<file path="src/rtl/gbcs_pkg.sv">
// Shared types and constants for the gyro bias calibration and scaling block.
`timescale 1ns / 1ps
package gbcs_pkg;

   localparam int SAMPLE_W    = 16;
   localparam int SENS_W      = 10;
   localparam int RATE_W      = 27;
   localparam int CAL_SAMPLES = 100;
   localparam int COUNT_W     = $clog2(CAL_SAMPLES + 1);
   localparam int SUM_W       = SAMPLE_W + $clog2(CAL_SAMPLES);
   localparam int DIFF_W      = SUM_W + 1;
   localparam int PROD_W      = DIFF_W + SENS_W;
   localparam int HALF_N      = CAL_SAMPLES / 2;

   // divide by N as a multiply by ceil(2^RECIP_SHIFT / N); exact for any dividend below 2^DVD_W
   localparam int DVD_W       = PROD_W;
   localparam int RECIP_SHIFT = DVD_W + $clog2(CAL_SAMPLES);
   localparam int RECIP_W     = DVD_W + 2;
   localparam int RECIP_LO_W  = RECIP_W / 2;
   localparam int RECIP_HI_W  = RECIP_W - RECIP_LO_W;
   localparam int ACC_W       = DVD_W + RECIP_W;

   localparam logic [RECIP_W-1:0] RECIP_N =
      RECIP_W'(((longint'(1) <<< RECIP_SHIFT) + longint'(CAL_SAMPLES) - 1) /
               longint'(CAL_SAMPLES));
   localparam logic [RECIP_LO_W-1:0] RECIP_LO = RECIP_N[RECIP_LO_W-1:0];
   localparam logic [RECIP_HI_W-1:0] RECIP_HI = RECIP_N[RECIP_W-1:RECIP_LO_W];

   localparam logic [SENS_W-1:0]        SENS_RESET = SENS_W'(70);
   localparam logic signed [RATE_W-1:0] FAIL_MDPS  = -RATE_W'(999000);

   typedef enum logic [1:0] {
      AXIS_X,
      AXIS_Y,
      AXIS_Z
   } axis_type;

   typedef enum logic [3:0] {
      ST_IDLE,
      ST_ACCUM,
      ST_SUB,
      ST_MUL,
      ST_PREP,
      ST_DIV_LO,
      ST_DIV_HI,
      ST_STORE,
      ST_OUT
   } state_type;

   typedef struct packed {
      logic     load;      // capture the input transaction
      logic     accum;     // add a good sample into bias sums, bump count
      logic     sub;       // raw*N - sum for the selected axis
      logic     mul;       // times sensitivity
      logic     prep;      // magnitude plus rounding offset
      logic     div_lo;    // dividend times low half of the reciprocal
      logic     div_hi;    // add dividend times high half of the reciprocal
      logic     store;     // write quotient into the axis result
      logic     out_load;  // move results into the output register
      axis_type axis;
   } cmd_type;

   typedef struct packed {
      logic calibrating;
      logic read_ok;
   } status_type;

endpackage

</file>
<file path="src/rtl/gbcs_ctrl.sv">
// Sequencer: steps each transaction through calibration, the per-axis scale and divide, or the failure response.
`timescale 1ns / 1ps
module gbcs_ctrl
   import gbcs_pkg::*;
(
   input  logic       clock,
   input  logic       reset,
   input  logic       req_valid,
   output logic       req_ready,
   output logic       rsp_valid,
   input  logic       rsp_ready,
   input  status_type status,
   output cmd_type    cmd
);

   state_type state_ff, state_in;
   axis_type  axis_ff, axis_in;
   logic      rsp_valid_ff, rsp_valid_in;

   always_ff @(posedge clock) begin
      if (reset) begin
         state_ff     <= ST_IDLE;
         axis_ff      <= AXIS_X;
         rsp_valid_ff <= 1'b0;
      end else begin
         state_ff     <= state_in;
         axis_ff      <= axis_in;
         rsp_valid_ff <= rsp_valid_in;
      end
   end

   always_comb begin
      state_in  = state_ff;
      axis_in   = axis_ff;
      cmd       = '0;
      cmd.axis  = axis_ff;
      req_ready = 1'b0;

      case (state_ff)
         ST_IDLE: begin
            req_ready = 1'b1;
            if (req_valid) begin
               cmd.load = 1'b1;
               axis_in  = AXIS_X;
               if (status.calibrating) begin
                  state_in = ST_ACCUM;
               end else if (status.read_ok) begin
                  state_in = ST_SUB;
               end else begin
                  state_in = ST_OUT;
               end
            end
         end
         ST_ACCUM: begin
            cmd.accum = 1'b1;
            state_in  = ST_IDLE;
         end
         ST_SUB: begin
            cmd.sub  = 1'b1;
            state_in = ST_MUL;
         end
         ST_MUL: begin
            cmd.mul  = 1'b1;
            state_in = ST_PREP;
         end
         ST_PREP: begin
            cmd.prep = 1'b1;
            state_in = ST_DIV_LO;
         end
         ST_DIV_LO: begin
            cmd.div_lo = 1'b1;
            state_in   = ST_DIV_HI;
         end
         ST_DIV_HI: begin
            cmd.div_hi = 1'b1;
            state_in   = ST_STORE;
         end
         ST_STORE: begin
            cmd.store = 1'b1;
            case (axis_ff)
               AXIS_X: begin
                  axis_in  = AXIS_Y;
                  state_in = ST_SUB;
               end
               AXIS_Y: begin
                  axis_in  = AXIS_Z;
                  state_in = ST_SUB;
               end
               default: begin
                  state_in = ST_OUT;
               end
            endcase
         end
         ST_OUT: begin
            // wait for the output register to drain
            if (!rsp_valid_ff || rsp_ready) begin
               cmd.out_load = 1'b1;
               state_in     = ST_IDLE;
            end
         end
         default: begin
            state_in = ST_IDLE;
         end
      endcase
   end

   always_comb begin
      if (cmd.out_load) begin
         rsp_valid_in = 1'b1;
      end else if (rsp_ready) begin
         rsp_valid_in = 1'b0;
      end else begin
         rsp_valid_in = rsp_valid_ff;
      end
   end

   assign rsp_valid = rsp_valid_ff;

endmodule

</file>
<file path="src/rtl/gbcs_datapath.sv">
// Datapath: bias sums, sensitivity register, scale multiply and reciprocal divide by N.
`timescale 1ns / 1ps
module gbcs_datapath
   import gbcs_pkg::*;
(
   input  logic                     clock,
   input  logic                     reset,
   input  cmd_type                  cmd,
   output status_type               status,
   input  logic                     req_read_ok,
   input  logic signed [SAMPLE_W-1:0] req_raw_x,
   input  logic signed [SAMPLE_W-1:0] req_raw_y,
   input  logic signed [SAMPLE_W-1:0] req_raw_z,
   input  logic                     csr_valid,
   output logic                     csr_ready,
   input  logic [SENS_W-1:0]        csr_data,
   output logic signed [RATE_W-1:0] rsp_rate_x,
   output logic signed [RATE_W-1:0] rsp_rate_y,
   output logic signed [RATE_W-1:0] rsp_rate_z,
   output logic                     rsp_read_failed
);

   localparam logic signed [DIFF_W-1:0] CAL_N = DIFF_W'(CAL_SAMPLES);

   logic [SENS_W-1:0]           sens_ff;
   logic [COUNT_W-1:0]          count_ff;
   logic signed [SUM_W-1:0]     sum_x_ff, sum_y_ff, sum_z_ff;
   logic                        ok_ff;
   logic signed [SAMPLE_W-1:0]  raw_x_ff, raw_y_ff, raw_z_ff;
   logic signed [DIFF_W-1:0]    diff_ff, diff_in;
   logic signed [PROD_W-1:0]    prod_ff;
   logic signed [PROD_W-1:0]    prod_full;
   logic                        neg_ff;
   logic [PROD_W-1:0]           mag;
   logic [DVD_W-1:0]            dvd_ff;
   logic [RECIP_HI_W-1:0]       recip_sel;
   logic [DVD_W+RECIP_HI_W-1:0] part;
   logic [ACC_W-1:0]            acc_ff;
   logic [RATE_W-1:0]           quo;
   logic signed [RATE_W-1:0]    res_x_ff, res_y_ff, res_z_ff, res_in;
   logic signed [SAMPLE_W-1:0]  raw_sel;
   logic signed [SUM_W-1:0]     sum_sel;
   logic signed [RATE_W-1:0]    rsp_x_ff, rsp_y_ff, rsp_z_ff;
   logic                        rsp_fail_ff;

   assign csr_ready          = 1'b1;
   assign status.calibrating = (count_ff < COUNT_W'(CAL_SAMPLES));
   assign status.read_ok     = req_read_ok;

   // control-side state
   always_ff @(posedge clock) begin
      if (reset) begin
         sens_ff  <= SENS_RESET;
         count_ff <= '0;
         sum_x_ff <= '0;
         sum_y_ff <= '0;
         sum_z_ff <= '0;
      end else begin
         if (csr_valid) begin
            sens_ff <= csr_data;
         end
         if (cmd.accum) begin
            count_ff <= count_ff + 1'b1;
            if (ok_ff) begin
               sum_x_ff <= sum_x_ff + SUM_W'(raw_x_ff);
               sum_y_ff <= sum_y_ff + SUM_W'(raw_y_ff);
               sum_z_ff <= sum_z_ff + SUM_W'(raw_z_ff);
            end
         end
      end
   end

   always_comb begin
      case (cmd.axis)
         AXIS_X: begin
            raw_sel = raw_x_ff;
            sum_sel = sum_x_ff;
         end
         AXIS_Y: begin
            raw_sel = raw_y_ff;
            sum_sel = sum_y_ff;
         end
         default: begin
            raw_sel = raw_z_ff;
            sum_sel = sum_z_ff;
         end
      endcase
   end

   assign diff_in   = DIFF_W'(raw_sel) * CAL_N - DIFF_W'(sum_sel);
   assign prod_full = PROD_W'(diff_ff) * PROD_W'($signed({1'b0, sens_ff}));
   assign mag       = prod_ff[PROD_W-1] ? PROD_W'(-prod_ff) : PROD_W'(prod_ff);

   // one shared multiplier takes the reciprocal in two halves, low half first
   assign recip_sel = cmd.div_hi ? RECIP_HI : RECIP_HI_W'(RECIP_LO);
   assign part      = (DVD_W + RECIP_HI_W)'(dvd_ff) * (DVD_W + RECIP_HI_W)'(recip_sel);
   assign quo       = acc_ff[RECIP_SHIFT +: RATE_W];
   assign res_in    = neg_ff ? -$signed(quo) : $signed(quo);

   always_ff @(posedge clock) begin
      if (cmd.load) begin
         ok_ff    <= req_read_ok;
         raw_x_ff <= req_raw_x;
         raw_y_ff <= req_raw_y;
         raw_z_ff <= req_raw_z;
      end
      if (cmd.sub) begin
         diff_ff <= diff_in;
      end
      if (cmd.mul) begin
         prod_ff <= prod_full;
      end
      if (cmd.prep) begin
         neg_ff <= prod_ff[PROD_W-1];
         dvd_ff <= DVD_W'(mag) + DVD_W'(HALF_N);
      end
      if (cmd.div_lo) begin
         acc_ff <= ACC_W'(part);
      end
      if (cmd.div_hi) begin
         acc_ff <= acc_ff + (ACC_W'(part) << RECIP_LO_W);
      end
      if (cmd.store) begin
         case (cmd.axis)
            AXIS_X:  res_x_ff <= res_in;
            AXIS_Y:  res_y_ff <= res_in;
            default: res_z_ff <= res_in;
         endcase
      end
      if (cmd.out_load) begin
         rsp_x_ff    <= ok_ff ? res_x_ff : FAIL_MDPS;
         rsp_y_ff    <= ok_ff ? res_y_ff : FAIL_MDPS;
         rsp_z_ff    <= ok_ff ? res_z_ff : FAIL_MDPS;
         rsp_fail_ff <= !ok_ff;
      end
   end

   assign rsp_rate_x      = rsp_x_ff;
   assign rsp_rate_y      = rsp_y_ff;
   assign rsp_rate_z      = rsp_z_ff;
   assign rsp_read_failed = rsp_fail_ff;

endmodule

</file>
<file path="src/rtl/gyro_bias_calibrate_and_scale.sv">
// Top level of the gyro bias calibration and scaling block.
//
// Channels: req_ carries one three-axis raw sample plus a read-ok flag per
// transaction; rsp_ carries the scaled rates and a failure flag; csr_ writes
// the sensitivity register (millidegrees/s per count) and is always ready.
// The first 100 transactions after reset only build the bias sums and give
// no response. After that, every transaction gives one response. A good
// sample goes from accept to response valid through, per axis, one subtract,
// one multiply, one rounding prep, two reciprocal multiply steps for the
// divide by N on one shared multiplier, and a store, then the output state.
// The next transaction is accepted the cycle after the response loads. A
// failed read goes straight to the output state and answers with -999000 on
// all axes. One transaction is in flight at a time; the next is accepted
// while a response still sits in the output register. If the receiver
// stalls, the sequencer holds in its output state until the output register
// frees up. Synchronous reset clears the sums, the count and the handshake
// state, and sets the sensitivity to 70.
`timescale 1ns / 1ps
module gyro_bias_calibrate_and_scale
   import gbcs_pkg::*;
(
   input  logic                       clock,
   input  logic                       reset,
   input  logic                       req_valid,
   output logic                       req_ready,
   input  logic                       req_read_ok,
   input  logic signed [SAMPLE_W-1:0] req_raw_x,
   input  logic signed [SAMPLE_W-1:0] req_raw_y,
   input  logic signed [SAMPLE_W-1:0] req_raw_z,
   output logic                       rsp_valid,
   input  logic                       rsp_ready,
   output logic signed [RATE_W-1:0]   rsp_rate_x,
   output logic signed [RATE_W-1:0]   rsp_rate_y,
   output logic signed [RATE_W-1:0]   rsp_rate_z,
   output logic                       rsp_read_failed,
   input  logic                       csr_valid,
   output logic                       csr_ready,
   input  logic [SENS_W-1:0]          csr_data
);

   cmd_type    cmd;
   status_type status;

   gbcs_ctrl u_ctrl (
      .clock     (clock),
      .reset     (reset),
      .req_valid (req_valid),
      .req_ready (req_ready),
      .rsp_valid (rsp_valid),
      .rsp_ready (rsp_ready),
      .status    (status),
      .cmd       (cmd)
   );

   gbcs_datapath u_datapath (
      .clock           (clock),
      .reset           (reset),
      .cmd             (cmd),
      .status          (status),
      .req_read_ok     (req_read_ok),
      .req_raw_x       (req_raw_x),
      .req_raw_y       (req_raw_y),
      .req_raw_z       (req_raw_z),
      .csr_valid       (csr_valid),
      .csr_ready       (csr_ready),
      .csr_data        (csr_data),
      .rsp_rate_x      (rsp_rate_x),
      .rsp_rate_y      (rsp_rate_y),
      .rsp_rate_z      (rsp_rate_z),
      .rsp_read_failed (rsp_read_failed)
   );

endmodule

</file>
<file path="config.mk">
export PLATFORM = sky130hd
export DESIGN_NAME = gyro_bias_calibrate_and_scale
export DESIGN_NICKNAME = d
export VERILOG_FILES = /design/src/rtl/gbcs_pkg.sv /design/src/rtl/gbcs_ctrl.sv /design/src/rtl/gbcs_datapath.sv /design/src/rtl/gyro_bias_calibrate_and_scale.sv
export SDC_FILE = /design/constraint.sdc
export NUM_CORES = 2
export LEC_CHECK = 0
export BUFFER_PORTS_ARGS = -buffer_cell sky130_fd_sc_hd__clkbuf_2
export CELL_PAD_IN_SITES_DETAIL_PLACEMENT = 1
export CELL_PAD_IN_SITES_GLOBAL_PLACEMENT = 2
export CORE_ASPECT_RATIO = 1.4
export CORE_UTILIZATION = 46
export CTS_CLUSTER_DIAMETER = 200
export CTS_CLUSTER_SIZE = 30
export DETAILED_ROUTE_END_ITERATION = 12
export PLACE_DENSITY = 0.95
export SYNTH_ARGS = -nofsm -noshare
export SYNTH_HDL_FRONTEND = slang
export SYNTH_SLANG_ARGS = --single-unit
</file>
<file path="constraint.sdc">
create_clock -name clock -period 17.3 [get_ports clock]
set_input_delay 0 -clock clock [delete_from_list [all_inputs] [get_ports clock]]
set_output_delay 0 -clock clock [all_outputs]
set_load 0.005 [all_outputs]
</file>
[Word-level counts from Yosys, hierarchy flattened]
Index checks and enable logic that the tools add are counted.
Storage, ports and cells
  bits in registers: 468
  output and inout port bits: 85
Operators by class
  order comparisons: 1
  add/subtract/negate cells: 9
  bitwise gates (word level): 1
  multiplexer cells: 30
  multipliers: 3
  equal/unequal tests: 12
  reduce and logical (&&, ||, !) cells: 15
Operator list (number)
  70-bit 2-to-1 mux: 2
  70-bit adder: 1
  23-bit by 16-bit adder with 23-bit output: 3
  34-bit by 18-bit multiplier with 52-bit output: 1
  23-bit one-hot mux with 2 select lines: 1
  34-bit by 6-bit adder with 34-bit output (second input constant): 1
  24-bit by 11-bit multiplier with 34-bit output: 1
  34-bit 2-to-1 mux: 1
  34-bit negation: 1
  16-bit one-hot mux with 2 select lines: 1
  4-bit one-hot mux with 8 select lines: 1
  27-bit 2-to-1 mux: 1
  27-bit negation: 1
  24-bit by 23-bit subtractor with 24-bit output: 1
  16-bit by 6-bit multiplier with 22-bit output (second input constant): 1
  4-bit 2-to-1 mux: 5
  17-bit 2-to-1 mux: 1
  4-bit by 3-bit == test with 1-bit output (second input constant): 4
  1-bit 2-to-1 mux: 14
  2-bit AND reduction: 5
  4-bit by 2-bit == test with 1-bit output (second input constant): 2
  2-bit one-hot mux with 2 select lines: 2
  7-bit by 1-bit adder with 7-bit output (second input constant): 1
  7-bit less-than comparator (second input constant): 1
  other kinds (15): 18

[Logic depth before layout (Yosys ltp)]
  depth in word-level cells: 6
  mapped depth: 42
  mapped depth without buffers: 39

[Cells and area by module]
From an unflattened synthesis, not the netlist that was laid out.
Second synthesis, totals
  cells, all modules: 4926
  area, all modules: 48403.9 µm²
By module, submodules not included
  gbcs_datapath: instances 1, cells an instance 4872, area each 47957.2 µm²
  gbcs_ctrl: instances 1, cells an instance 54, area each 446.7 µm²

[Worst setup path before layout]
OpenSTA, ideal clock, no wires.
  path type: register -> register
  from: register u_ctrl.state_ff[0]
  to: register u_datapath.acc_ff[61] (data pin)
  required time: 17.034 ns
  data arrival time: 8.968 ns
  library setup time: 0.266 ns
  clock period less this slack: 9.234 ns
  path slack: 8.066 ns
  buffers on the path: 4
  stages on the path, launching flop included: 38
  cell sequence: dfxtp_1 > clkbuf_1 > nor2_1 > nand3_1 > clkbuf_1 > clkbuf_1 > buf_1 > nand2_1 > fa_1 > fa_1 > fa_1 > inv_1 > ha_1 > fa_1 > inv_1 > fa_1 > inv_1 > ha_1 > (+2 left out) > a21o_1 > a221o_1 > a41oi_1 > o21ai_0 > a21oi_1 > xnor2_1 > ha_1 > a21oi_1 > o21ai_0 > a2111oi_0 > nor3_1 > nor3_1 > o21ai_0 > a31oi_1 > and3b_1 > a21oi_1 > xor2_1 > nor2_1
Between the ends
  cells in the longest elaborated chain, start to end: 6
Ends and longest elaborated chain
  start: declaration: line gbcs_ctrl.sv:16  | state_type state_ff, state_in;
  start signal: assignment: line gbcs_ctrl.sv:26  | state_ff <= state_in;
  4-bit by 3-bit == test with 1-bit output (*): line gbcs_ctrl.sv:39  | case (state_ff)
  1-bit 2-to-1 mux (*): line gbcs_ctrl.sv:39
  17-bit 2-to-1 mux: line gbcs_datapath.sv:95  | assign recip_sel = cmd.div_hi ? RECIP_HI : RECIP_HI_W'(RECIP_LO);
  34-bit by 18-bit multiplier with 52-bit output: line gbcs_datapath.sv:96  | assign part = (DVD_W + RECIP_HI_W)'(dvd_ff) * (DVD_W + RECIP_HI_W)'(recip_sel);
  70-bit adder: line gbcs_datapath.sv:121  | acc_ff <= acc_ff + (ACC_W'(part) << RECIP_LO_W);
  70-bit 2-to-1 mux (*): line gbcs_datapath.sv:120  | if (cmd.div_hi) begin
  end signal: assignment: line gbcs_datapath.sv:118  | acc_ff <= ACC_W'(part);
  end signal: assignment: line gbcs_datapath.sv:121
  end: declaration: line gbcs_datapath.sv:38  | logic [ACC_W-1:0] acc_ff;
Every way passes the cells marked *; elsewhere a longest branch is shown, timed or not.
A chain may end at the register's enable or synchronous reset.

[Worst setup path after layout]
  from: register u_datapath.dvd_ff[1]
  to: register u_datapath.acc_ff[65] (data pin)
Between the ends
  cells in the longest elaborated chain, start to end: 3
Ends and longest elaborated chain
  start: declaration: line gbcs_datapath.sv:35  | logic [DVD_W-1:0] dvd_ff;
  start signal: assignment: line gbcs_datapath.sv:115  | dvd_ff <= DVD_W'(mag) + DVD_W'(HALF_N);
  34-bit by 18-bit multiplier with 52-bit output: line gbcs_datapath.sv:96
  70-bit adder: line gbcs_datapath.sv:121
  70-bit 2-to-1 mux: line gbcs_datapath.sv:120
Every way passes these cells.

==> impl_metrics.py <==
metrics = {
    "floorplan": {
        "die_area_um2": 105000,
        "die_x_um": 274,
        "rows": 139,
        "die_h_um": 382,
        "core_area_um2": 102000,
        "start_util_pct": 46.4,
        "ios": 149,
    },
    "grt": {
        "grt_pass1_wl_um": 212000,
        "antenna_found_initial": 0,
        "grt_pass1_vias": 39414,
        "global_route.overflow_total": 0,
        "grt_max_degree": 83,
        "grt_usage_pct": 25.8,
    },
    "timing": {
        "setup_viol": 0,
        "setup-tns-final_ps": 0,
        "min_period_ps": 10900,
        "finalCritPeriodShare_pct": 63.0,
        "fin_skew_ps": 39.4,
        "rsz0062_at_grt": "false",
        "max_freq_mhz": 91.8,
        "hold_viol": 0,
        "slew-limit-headroom_pct": 20.5,
        "slew_viol_final": 0,
        "setup_ws_ps": 6400,
        "worst_slew_pin_slew_ps": 1190,
        "hold_ws_ps": 76.8,
    },
    "cells_and_area": {
        "antenna_cells": 0,
        "stdcell_area_um2": 50900,
        "drive_gt1_share_pct": 4.85,
        "syn2layout_area_growth_pct": 7.25,
        "final_nets": 6073,
    },
    "synth": {
        "synth_ff_type": "edfxtp_1",
        "ys_ff_latch": 447,
        "netlist_area_um2": 47500,
        "avgSynthCellArea_um2": 9.79,
        "synth_edf_count": 354,
        "synth_cell_types": 77,
        "synthArstFlopShare_pct": 0,
        "synth.yosys.seq_area_share_pct": 26.3,
        "syn_inst": 4851,
        "syn_nets": 5948,
        "yosysWarnings": 0,
    },
    "flow_run": {
        "cap_violations": 0,
    },
    "setup_path": {
        "worst_setup_path_end_kind": "register",
        "cp.arrival_ps": 11290,
        "path_class": "register to register",
        "cpMostUsedCell": "ha_1",
        "crit_buf_inv": 4,
        "required_ps": 17690,
        "crit_fanout": 10,
        "path_delay_family": "compound AO/OA/AOI/OAI gates",
        "slowest_delay_ps": 910,
        "cp-start-kind": "register",
        "crit_slowest_cell": "edfxtp_1",
    },
    "pwr": {
        "leakage_nw": 22.6,
        "finalPower_w": 0.00314,
        "power_density_nw_per_um2": 61.7,
        "vdd_ir_drop_max_uv": 84.6,
    },
    "route": {
        "drt_iter0_markers": 1642,
        "vias_per_cell": 5.55,
        "drc": 0,
        "via_count": 35093,
        "final_antenna_net_count": 0,
        "first_pass_iters": 5,
        "routed_wirelength_um": 133000,
        "wl_per_cell_um": 21.0,
    },
    "worst_hold_path": {
        "holdCritPathClass": "primary input to register",
    },
    "clock_tree": {
        "cts.root.buffer_cell": "clkbuf_16",
        "cts_setup_buffers": 0,
        "htreeDepth": 1,
        "cts_inserted_buffers": 18,
        "cts.sinks": 447,
        "worstSkewPairLatency_ps": 640,
        "cts_resized": 0,
        "cts_tree": "built",
        "cts_buffer_depth": 3,
        "clk_pin_slew_ps": 140,
    },
    "placed_design": {
        "io_buffers": 147,
        "gp_congestion": 0.923,
        "placed_cell_area_um2": 49600,
        "hpwl_um": 107000,
        "place_ws_ps": 6330,
    },
    "run_status": {
        "status": "complete, no violations",
    },
}
==> per-layer routing <==
layer | GRT usage, % | wire length [um] | share of wire (%)
met2 | 50.7 | 74400 | 56
met4 | 11.1 | 6290 | 4.7
met1 | 27.7 | 49100 | 37
met5 | 0 | 0 | 0
met3 | 1.71 | 3130 | 2.4
==> registers in the layout (all words and copies together) (netlist names), 7 cells and up <==
name and count:
u_datapath.res_y_ff 27, u_datapath.sum_x_ff 23, u_datapath.diff_ff 24, u_datapath.prod_ff 34, u_datapath.rsp_rate_x 27, u_datapath.raw_x_ff 16
u_datapath.acc_ff 49, u_datapath.sum_z_ff 23, u_datapath.res_x_ff 27, u_datapath.count_ff 7, u_datapath.res_z_ff 27, u_datapath.dvd_ff 34
u_datapath.rsp_rate_z 27, u_datapath.sum_y_ff 23, u_datapath.sens_ff 10, u_datapath.raw_y_ff 16, u_datapath.raw_z_ff 16, u_datapath.rsp_rate_y 27
==> cells by family (layout without fill, tap and decap cells) <==
group	after synthesis	after routing	synth area share [%]
AO/OA/AOI/OAI	831	831	11.0
XOR/XNOR	333	333	6.20
adder cells (fa/ha/maj)	1033	1033	35.5
buffers and inverters	909	1046	7.20
flip-flops	447	447	26.3
multiplexers	58	58	1.24
other	1	1	0.00789
AND/OR/NAND/NOR	1239	1239	12.6
==> layout by cell type (no fill, tap or decap), drive strengths merged, types with 93 or more instances in the layout <==
master  count
nor2      259
nand2     426
o21ai     168
ha        511
dfxtp      93
inv       757
a21oi     278
xor2      108
clkbuf    176
a21o      113
xnor2     223
and2      193
fa        522
edfxtp    354
==> synthesized netlist by cell type (all sizes together), types with 22 or more instances <==
library cell	n	area (um2)
xnor2	223	1950
inv	757	2840
a21o	113	848
and2	193	1210
o21ai	168	841
nand2b	76	475
dfxtp	93	1860
a211oi	25	188
nor2b	46	288
nand3	54	270
o21a	29	218
xor2	108	946
nor2	259	972
a21oi	278	1390
nand2	426	1600
o21bai	33	248
mux2i	51	510
and3	27	169
ha	511	6390
o31ai	25	188
buf	24	98.9
nand4	22	138
nor3	54	287
or3	22	138
fa	522	10500
clkbuf	128	480
a31oi	35	219
edfxtp	354	10600
==> metrics by stage <==
stage,utilization (%),instances
after floorplan,-,4851
after global placement,48.4,6216
after detailed placement,48.4,6216
after CTS,49.7,6327
after global routing,49.7,6327
final,49.7,6327
==> repair_timing <==
action | 4_1_cts | 5_1_grt
endpoints found under the hold margin | 90 | 0
endpoints found under the setup margin | 0 | 0
hold buffers | 79 | 0
==> worst paths after layout <==
check                    startpoint                     end  slack [ps]  cells after the start
max reg2reg    u_datapath.dvd_ff[1]   u_datapath.acc_ff[65]        6400                     34
min                    req_raw_y[0]  u_datapath.raw_y_ff[0]          80                      2
max            u_datapath.dvd_ff[1]   u_datapath.acc_ff[65]        6400                     34
min reg2reg  u_datapath.sum_x_ff[7]  u_datapath.sum_x_ff[7]         480                      2
==> layout make-up <==
class                           instances  area (um2)
Tap cell                             1339        1680
Inverter                              757        2840
Fill cell                           11587       51500
Timing Repair Buffer                  257        1760
Multi-Input combinational cell       3495       31600
Clock buffer                           30         495
Sequential cell                       447       12500
Clock inverter                          2        35.0
==> power breakdown <==
part           internal, W  switching (W)  leakage (nW)  total, W
clock             0.000203       0.000364         0.251  0.000567
sequential         0.00123      0.0000199          3.94   0.00125
combinational     0.000577       0.000748          18.4   0.00133
total              0.00201        0.00113          22.6   0.00314
(Power assumes the default switching activity.)
